File: src/hw/rtl/convex_hull_graham_scan_macros.svh
// Assertion macros for the hull block, used by its back end.
`ifndef CONVEX_HULL_GRAHAM_SCAN_MACROS_SVH
`define CONVEX_HULL_GRAHAM_SCAN_MACROS_SVH

// Same-cycle implication, checked out of reset.
`define CHS_ASSERT_NOW(lbl, clk, rst_n, ante, cons, msg) \
    lbl: assert property (@(posedge clk) disable iff (!(rst_n)) (ante) |-> (cons)) \
        else $error(msg);

// Next-cycle implication, checked out of reset.
`define CHS_ASSERT_NEXT(lbl, clk, rst_n, ante, cons, msg) \
    lbl: assert property (@(posedge clk) disable iff (!(rst_n)) (ante) |=> (cons)) \
        else $error(msg);

`endif

File: src/hw/rtl/chs_fifo.sv
module chs_fifo #(
    parameter int WIDTH = 8
) (
    input  logic             i_clk,
    input  logic             i_rst_n,
    input  logic             i_push,
    input  logic [WIDTH-1:0] i_data,
    input  logic             i_pop,
    output logic [WIDTH-1:0] o_data,
    output logic             o_empty,
    output logic             o_full
);

    logic [WIDTH-1:0] r_mem [0:1];
    logic             r_wp;
    logic             r_rp;
    logic [1:0]       r_cnt;

    logic do_push;
    logic do_pop;

    assign do_push = i_push && !o_full;
    assign do_pop  = i_pop && !o_empty;
    assign o_empty = (r_cnt == 2'd0);
    assign o_full  = (r_cnt == 2'd2);
    assign o_data  = r_mem[r_rp];

    always_ff @(posedge i_clk) begin
        if (do_push) begin
            r_mem[r_wp] <= i_data;
        end
    end

    always_ff @(posedge i_clk) begin
        if (!i_rst_n) begin
            r_wp  <= 1'b0;
            r_rp  <= 1'b0;
            r_cnt <= 2'd0;
        end else begin
            if (do_push) begin
                r_wp <= ~r_wp;
            end
            if (do_pop) begin
                r_rp <= ~r_rp;
            end
            case ({do_push, do_pop})
                2'b10:   r_cnt <= r_cnt + 2'd1;
                2'b01:   r_cnt <= r_cnt - 2'd1;
                default: r_cnt <= r_cnt;
            endcase
        end
    end

endmodule

File: config.mk
export PLATFORM = sky130hd
export DESIGN_NAME = chs_fifo
export DESIGN_NICKNAME = d
export VERILOG_FILES = /design/src/hw/rtl/convex_hull_graham_scan_macros.svh /design/src/hw/rtl/chs_fifo.sv
export SDC_FILE = /design/constraint.sdc
export NUM_CORES = 1
export LEC_CHECK = 0
export ABC_AREA = 1
export BUFFER_PORTS_ARGS = -buffer_cell sky130_fd_sc_hd__buf_2
export CAP_MARGIN = 25
export CORE_ASPECT_RATIO = 0.8
export CORE_MARGIN = 2
export CORE_UTILIZATION = 44
export CTS_CLUSTER_SIZE = 8
export DETAILED_ROUTE_END_ITERATION = 10
export GPL_TIMING_DRIVEN = 0
export HOLD_SLACK_MARGIN = 0.1
export PLACE_DENSITY = 0.71
export SYNTH_ARGS = -nofsm -noshare
export SYNTH_HDL_FRONTEND = slang
export SYNTH_SLANG_ARGS = --single-unit
File: constraint.sdc
create_clock -name i_clk -period 1.3 [get_ports i_clk]
set_input_delay 0.26 -clock i_clk [delete_from_list [all_inputs] [get_ports i_clk]]
set_output_delay 0.26 -clock i_clk [all_outputs]
set_load 0.005 [all_outputs]
==> Flow_metrics.wiki <==
{| class="wikitable"
! Metric !! Value
|-
| Clock tree root buffer cell || sky130_fd_sc_hd__clkbuf_4
|-
| TritonCTS buffer count || 3
|-
| Area fraction in compound gates after synthesis || 1.19%
|-
| Classification of the worst setup path || reg -> out
|-
| FMAX || 0.686 GHz
|-
| Post-layout minimum cycle time || about 1500 ps
|-
| Worst supply voltage drop on vdd || 0.000922 V
|-
| Post-synthesis mux area share || 10.7%
|-
| TNS Setup || -1210 ps
|-
| Endpoint required time on the critical path || between 1000 and 1500 ps
|-
| R2R Path Start || r_cnt[0]$_SDFFE_PN0P_
|-
| Syn Std Cell Area || 840 µm²
|-
| Final count of pins violating max slew || 0
|-
| Final routed wirelength across all metal layers || 1.37 mm
|-
| Number of rows in the core area || 14
|-
| Critical path peak fanout || 8
|-
| Avg Vias per Cell || 4.56
|-
| CTS tree || yes
|-
| Period utilisation layout || 112%
|-
| H-tree level count || 1
|-
| Launch point of the worst hold path || i_data[2]
|-
| Die outline area || 2280 µm²
|-
| Maximum number of pins on one net before global-route repair || 12
|-
| Max-cap viol count || 0
|-
| Via count || about 530
|-
| Maximum buffer depth of the clock tree || 2
|-
| Initial standard-cell utilization of the core || between 40% and 50%
|-
| Utilization after layout || approximately 63%
|-
| Final hold slack || 145 ps
|-
| Total I/O pin count || 22
|-
| Clk pin slew, worst setup/hold paths || 110 ps
|-
| Final WS setup || -158 ps
|-
| Hold Vio Cnt, Final || 0
|-
| Y dimension of the die || about 43 µm
|-
| Most common library cell in the layout ignoring fill and taps || sky130_fd_sc_hd__edfxtp_1
|-
| Initial antenna violation count || 0
|-
| Number of library cell types mapped by synthesis || 16
|-
| Setup repair after global routing missed its margin || true
|-
| Setup skew after layout || 10.6 ps
|-
| Num Clock Sinks || 21
|-
| Number of global-route vias before repair || roughly 470
|-
| DP HPWL || 923 µm
|-
| Layout Nets || 107
|-
| Number of instances in the synthesized netlist || 65
|-
| Power per standard cell area || 1580 nW/µm²
|-
| Path class of the lowest-slack min-delay path || in -> reg
|-
| Clock latency at the later pin of the worst-skew pair || ~290 ps
|-
| 1st-pass router iterations || 4
|-
| Per-cell routed wire length || 11.7 µm
|-
| CP Launch Type || flip-flop
|-
| Reported leakage power || between 0.4 and 0.5 nW
|-
| DRC errors left || 0
|-
| Fraction of layout instances using a drive strength above 1 || approximately 57%
|-
| Number of synthesized register bits || 21
|-
| Global routing usage summed across all routing layers || between 10% and 20%
|-
| Global placer's final weighted congestion || 0.802
|-
| Number of nets produced by synthesis || 78
|-
| Avg Synthesized Cell Area || 12.9 µm²
|-
| Share of synthesized cell area in and, or, nand and nor gates || 12.8%
|-
| Overall die width || 52.8 µm
|-
| Final Setup Violations || 8
|-
| Port buffer count || 21
|-
| Count of synthesis-stage warnings from yosys || 0
|-
| Count of hold-fix buffers inserted at cts || 0
|-
| Starting DRT DRC Count || 11
|-
| Area growth from synthesis to layout || 38.4%
|-
| Number of nets still failing antenna checks after routing || 0
|-
| Share of synthesized cell area in full adder, half adder and majority cells || under 10%
|-
| Proportion of synthesized chip area in sequential cells || between 60% and 70%
|-
| Dominant combinational cell family by area after synthesis || simple AND/OR/NAND/NOR gates
|-
| Total design power || 0.00183 W
|-
| Slew headroom || 82.3%
|-
| Post-synthesis share of cell area spent on xor and xnor gates || 0%
|-
| Commonest cells after routing, fill and taps aside || sky130_fd_sc_hd__edfxtp_1 (16), sky130_fd_sc_hd__buf_2 (13), sky130_fd_sc_hd__buf_6 (9)
|-
| Run status || finished with violations
|-
| Count of inserted antenna diode cells || 0
|-
| Critical Path Sink Type || output port
|-
| Wire length of the first global-routing pass || ~2.1 mm
|-
| GRT overflow || 0
|-
| Arrival time worst endpoint || 1200 ps
|-
| Slew at the pin with the worst max-slew slack || 264 ps
|-
| Violated checks || negative setup slack
|-
| Core Area || 1840 µm²
|}
metal layers:
metal | share of wire (%) | routed length (µm) | up-vias | track usage, %
met5 | 0 | 0 | - | 0
met4 | 1.4 | 19 | 0 | 4.62
met2 | 54 | 738 | 11 | 22.5
met1 | 41 | 563 | 246 | 15.5
met3 | 3.9 | 53 | 2 | 6.34
li1 | - | - | 275 | -
cells in the mapped netlist (all sizes together):
library cell / n / share of area (%)
nand2: 8 / 3.9
dfxtp: 5 / 12
nand4: 1 / 0.75
nor2: 13 / 7.6
inv: 9 / 4.0
mux2: 8 / 11
edfxtp: 16 / 57
buf: 1 / 0.60
nand3: 1 / 0.60
a21oi: 1 / 0.60
ha: 1 / 1.5
o21ai: 1 / 0.60
worst paths after layout:
| check | to | slack [ps] | depth (start not counted) |
|---|---|---|---|
| worst min register to register | r_cnt[0]$_SDFFE_PN0P_ | 500 | 1 |
| worst max-delay path | o_data[5] | -160 | 3 |
| worst max register to register | r_cnt[1]$_SDFFE_PN0P_ | 20 | 10 |
| worst min-delay path | r_mem[0][2]$_DFFE_PP_ | 140 | 1 |
metrics by stage:
step                instances  worst slack, ps  area, µm²
finish                    117             -158       1160
global route              117             -220       1160
CTS                       116             -178       1140
detailed placement        110             -113        977
global placement          110             -104        977
floorplan                  65             3.35        842
critical path, stage by stage (launching register included):
cell and delay (ps):
sky130_fd_sc_hd__dfxtp_2 340, sky130_fd_sc_hd__buf_8 140, sky130_fd_sc_hd__mux2_4 320, sky130_fd_sc_hd__buf_6 120
kinds of logic after synthesis:
logic type / after synthesis
fa+ha+maj: 1
simple gates: 23
buf+inv: 10
flops: 21
compound gates: 2
mux: 8
where the power goes:
group,internal (W),switching [W]
Clock,0.000119,0.000170
Combinational,0.000362,0.000292
Sequential,0.000832,0.0000560
Total,0.00131,0.000518
state kept, by name (all words and copies together), names as in the netlist, named ones only:
name and cells:
r_mem 16, r_rp 1, r_cnt 2, r_wp 1
area by class of cell:
class | instances | area, µm²
plain buffers | 1 | 15.0
repair buffers | 24 | 181
multi-input cells | 34 | 283
well taps | 24 | 30.0
fillers | 139 | 677
clock buffers | 4 | 26.3
flip-flops and latches | 21 | 587
inverters | 9 | 40.0
timing repair:
item	4_1_cts	5_1_grt
setup endpoints to repair	26	26
gates resized for setup	29	6
endpoints found under the hold margin	0	0
pin swaps	1	5
buffers inserted	2	1
(Power assumes the default switching activity.)
