### src/hw/rtl/convex_hull_graham_scan_macros.svh
// Assertion macros for the hull block, used by its back end.
`ifndef CONVEX_HULL_GRAHAM_SCAN_MACROS_SVH
`define CONVEX_HULL_GRAHAM_SCAN_MACROS_SVH

// Same-cycle implication, checked out of reset.
`define CHS_ASSERT_NOW(lbl, clk, rst_n, ante, cons, msg) \
    lbl: assert property (@(posedge clk) disable iff (!(rst_n)) (ante) |-> (cons)) \
        else $error(msg);

// Next-cycle implication, checked out of reset.
`define CHS_ASSERT_NEXT(lbl, clk, rst_n, ante, cons, msg) \
    lbl: assert property (@(posedge clk) disable iff (!(rst_n)) (ante) |=> (cons)) \
        else $error(msg);

`endif

### src/hw/rtl/chs_pkg.sv
package chs_pkg;

    // Default build sizes.
    localparam int MAX_POINTS_DEF = 64;
    localparam int COORD_BITS_DEF = 16;

    // Stack height at which the scan begins.
    localparam int SCAN_START = 2;

endpackage

### src/hw/rtl/chs_front.sv
module chs_front #(
    parameter int MAX_POINTS = chs_pkg::MAX_POINTS_DEF,
    parameter int COORD_BITS = chs_pkg::COORD_BITS_DEF,
    localparam int AW = $clog2(MAX_POINTS + 1),
    localparam int EW = 3 * AW + 4 * COORD_BITS + 3
) (
    input  logic                         i_clk,
    input  logic                         i_rst_n,
    input  logic                         i_start,
    input  logic signed [COORD_BITS-1:0] i_pt_x,
    input  logic signed [COORD_BITS-1:0] i_pt_y,
    input  logic                         i_set_end,
    input  logic                         i_q_full,
    input  logic                         i_done,
    output logic                         o_busy,
    output logic                         o_push,
    output logic [EW-1:0]                o_entry
);

    logic [AW-1:0]                r_cnt;
    logic [AW-1:0]                r_pidx;
    logic signed [COORD_BITS-1:0] r_px;
    logic signed [COORD_BITS-1:0] r_py;
    logic                         r_drop;
    logic                         r_wait;

    logic                         accept;
    logic                         keep;
    logic                         new_piv;
    logic [AW-1:0]                n_cnt;
    logic [AW-1:0]                n_pidx;
    logic signed [COORD_BITS-1:0] n_px;
    logic signed [COORD_BITS-1:0] n_py;
    logic                         n_drop;

    assign o_busy  = r_wait || i_q_full || !i_rst_n;
    assign accept  = i_start && !o_busy;
    assign keep    = (r_cnt < AW'(MAX_POINTS));
    assign new_piv = keep && ((r_cnt == '0) || (i_pt_y < r_py));

    always_comb begin
        n_cnt  = keep ? r_cnt + AW'(1) : r_cnt;
        n_pidx = new_piv ? r_cnt : r_pidx;
        n_px   = new_piv ? i_pt_x : r_px;
        n_py   = new_piv ? i_pt_y : r_py;
        n_drop = r_drop || !keep;
    end

    assign o_push  = accept;
    assign o_entry = {keep, r_cnt, i_pt_x, i_pt_y, i_set_end,
                      n_cnt, n_pidx, n_px, n_py, n_drop};

    always_ff @(posedge i_clk) begin
        if (!i_rst_n) begin
            r_cnt  <= '0;
            r_pidx <= '0;
            r_px   <= '0;
            r_py   <= '0;
            r_drop <= 1'b0;
            r_wait <= 1'b0;
        end else begin
            if (i_done) begin
                r_wait <= 1'b0;
            end
            if (accept) begin
                if (i_set_end) begin
                    r_cnt  <= '0;
                    r_pidx <= '0;
                    r_px   <= '0;
                    r_py   <= '0;
                    r_drop <= 1'b0;
                    r_wait <= 1'b1;
                end else begin
                    r_cnt  <= n_cnt;
                    r_pidx <= n_pidx;
                    r_px   <= n_px;
                    r_py   <= n_py;
                    r_drop <= n_drop;
                end
            end
        end
    end

endmodule

### config.mk
export PLATFORM = sky130hd
export DESIGN_NAME = chs_front
export DESIGN_NICKNAME = d
export VERILOG_FILES = /design/src/hw/rtl/convex_hull_graham_scan_macros.svh /design/src/hw/rtl/chs_pkg.sv /design/src/hw/rtl/chs_front.sv
export SDC_FILE = /design/constraint.sdc
export NUM_CORES = 1
export LEC_CHECK = 0
export ABC_CLOCK_PERIOD_IN_PS = 8500
export BUFFER_PORTS_ARGS = -buffer_cell sky130_fd_sc_hd__buf_2
export CAP_MARGIN = 20
export CORE_MARGIN = 5
export CORE_UTILIZATION = 45
export CTS_CLUSTER_DIAMETER = 120
export DETAILED_ROUTE_END_ITERATION = 6
export PLACE_DENSITY = 0.88
export RECOVER_POWER = 50
export SLEW_MARGIN = 5
export SYNTH_ARGS = -nofsm -noshare
export SYNTH_HDL_FRONTEND = slang
export SYNTH_SLANG_ARGS = --single-unit
### constraint.sdc
create_clock -name i_clk -period 8.5 [get_ports i_clk]
set_input_delay 1.7 -clock i_clk [delete_from_list [all_inputs] [get_ports i_clk]]
set_output_delay 1.7 -clock i_clk [all_outputs]
set_load 0.05 [all_outputs]
==> qor.yml <==
status: "finished with violations"
violations: "max-capacitance violations, max-slew violations"
cts.htree.levels: 2
vias: 2535
synth_mux_area_share_pct: 14.34
clock_latency_ns: 0.29
total_power_uw: 509.0
ys_types: 39
initial_utilization_pct: 46.02
synthSimpleGateAreaFrac_pct: 7.623
drt_pass1_iterations: 4
grt_pass1_wl_um: 11420
cts_buffers: 5
clockBufferDepth: 2
synth-async-reset-ratio_pct: 0
cts.clk_slew.worst_paths_ns: 0.09
final_max_slew_viol_count: 50
finClkSkew_ns: 0.007729
setup_violations: 0
seqPwrFrac_pct: 46.0
synth_compound_area_share_pct: 20.11
synth_flop_cell: "dfxtp_1"
final_nets: 436
ctsResizeCount: 0
finalWorstPathRequiredPeriod_ns: 6.441
cts_tree: "built"
synth_most_common_cell: "dfxtp_1"
grt_overflow: 0
clockPowerShare_pct: 25.4
grt_max_degree: 50
synth_edf_count: 0
rows: 29
setup_tns_ns: 0
internal_power_uw: 323.9
syn_nets: 354
syn_to_final_growth_pct: 13.78
maxSlewHeadroom_pct: -43.25
dieHeight_um: 90.35
worst_pin_slew_ns: 2.149
synth_top_cells_by_count: "dfxtp_1, a32o_1, buf_4"
io_pins: 128
dieArea_sq_mm: 0.008163
combPwrFrac_pct: 28.6
cts_setup_buffers: 0
drtAntennaViolNets: 0
yosysTopAreaCellShare_pct: 33.07
hpwl_um: 5107
synth_adder_area_share_pct: 7.321
synth-seq-cells: 48
drv_cap: 1
wl_um: 7052
drc: 0
seqCellArea_sq_um: 960.9
cts_sinks: 48
synth_sequential_area_ratio_pct: 33.07
diodes: 0
gp_congestion: 0.8050
syn_area_sq_mm: 0.002905
wire_per_inst_um: 15.40
power_switching_uw: 185.1
start_kind: "input port"
portBuffers: 127
layout-drive-gt1-share_pct: 31.76
synth_warnings: 0
rsz0062_at_grt: "no"
max_freq_mhz: 155.2
grt_pass1_vias: 2445
n_fill_cell: 623
critPathMaxFanout: 49
synthTopCellsByArea: "dfxtp_1, a32o_1, mux2_2"
multi_input_area_sq_mm: 0.001485
synth-xor-area-share_pct: 1.507
antenna_found_initial: 0
die_w_um: 90.35
cts_hold_buf: 0
cts_root_buf: "clkbuf_8"
hold_viol: 0
end_kind: "output port"
arrival_ns: 4.74
syn_area_per_cell_sq_um: 9.717
peakVddDrop_uv: 89.30
cp_data_required_time_ns: 6.80
hold_class: "flop to flop"
gr-usage-all-layers_pct: 16.44
power_density_mw_per_mm2: 154.0
drtIter0Drc: 98
synth_top_family_by_area: "compound AO/OA/AOI/OAI gates"
final.period_utilization_pct: 75.78
crit_type: "input port to output port"
swShare_pct: 36.36
vias_per_cell: 5.535
synth_top_area_cell: "dfxtp_1"
syn_inst: 299
core-area_sq_mm: 0.006314
p_leak_nw: 1.353
placed cells by master (no fill, tap or decap), types with 2 or more instances in the layout:
| cell | n |
|---|---|
| nand2_1 | 14 |
| nand2b_1 | 2 |
| dfxtp_1 | 48 |
| mux2_2 | 30 |
| and2_1 | 2 |
| mux2_1 | 7 |
| nor2_1 | 7 |
| o21ai_0 | 11 |
| inv_1 | 23 |
| nor2b_1 | 2 |
| nand3_1 | 5 |
| clkbuf_8 | 5 |
| nor4_1 | 2 |
| a21oi_1 | 7 |
| xnor2_1 | 4 |
| nand4_1 | 2 |
| buf_2 | 77 |
| a32o_1 | 38 |
| ha_1 | 17 |
| buf_4 | 3 |
| clkbuf_1 | 50 |
| a21boi_0 | 4 |
flip-flops by register name (all words and copies together) (netlist names):
register  count
r_pidx        7
r_px         16
r_py         16
r_cnt         7
r_wait        1
r_drop        1
metrics by stage:
stage / utilization [%] / area [sq um] / hold slack, ns / instances / worst slack [ns]
floorplan: - / 2905 / 0.4293 / 299 / 2.513
global placement: 52.06 / 3287 / 0.4431 / 451 / 2.226
detailed placement: 52.06 / 3287 / 0.4615 / 451 / 2.109
CTS: 53.35 / 3368 / 0.4863 / 458 / 2.101
global route: 52.36 / 3306 / 0.5120 / 458 / 1.837
finish: 52.36 / 3306 / 0.4880 / 458 / 2.059
routing by layer:
| layer | global-route usage [%] | routed length, um | vias to the layer above |
|---|---|---|---|
| met2 | 30.37 | 3604 | 86 |
| li1 | - | - | 1221 |
| met1 | 18.78 | 2941 | 1222 |
| met5 | 0 | 0 | - |
| met3 | 3.833 | 430 | 6 |
| met4 | 4.342 | 76 | 0 |
power by group through the flow:
| stage | Clock (mW) | Sequential [mW] | Combinational [mW] |
|---|---|---|---|
| 2_1_floorplan | 0 | 0.239 | 0.122 |
| 3_3_place_gp | 0 | 0.239 | 0.146 |
| 3_5_place_dp | 0 | 0.239 | 0.149 |
| 4_1_cts | 0.135 | 0.234 | 0.149 |
| 5_1_grt | 0.145 | 0.235 | 0.155 |
| 6_report | 0.129 | 0.234 | 0.146 |
path summary, 6_finish.rpt:
check	start	endpoint	slack [ns]	depth (start not counted)
setup reg to reg	r_cnt[0]	r_py[12]	5.41	8
setup / recovery	i_rst_n	o_push	2.06	4
hold reg to reg	r_drop	r_drop	0.49	2
hold / removal	r_drop	r_drop	0.49	2
cells by family after synthesis:
kind of cell / Yosys count
adder cells (fa/ha/maj): 17
flip-flops: 48
AND/OR/NAND/NOR: 44
XOR/XNOR: 5
multiplexers: 37
buffers and inverters: 78
AO/OA/AOI/OAI: 70
worst max-delay path, cell delays in order:
cell and delay, ns:
clkbuf_1 1.51, nand3_1 0.84, inv_1 0.37, buf_2 0.32
layout make-up:
cell class / count / share of cell area [%]
repair buffers: 130 / 18.02
clock inverters: 2 / 0.3785
flip-flops and latches: 48 / 29.07
inverters: 23 / 2.612
well taps: 77 / 2.914
clock buffers: 5 / 2.082
multi-input cells: 173 / 44.93
No activity file was read; power rests on OpenSTA's default activity.
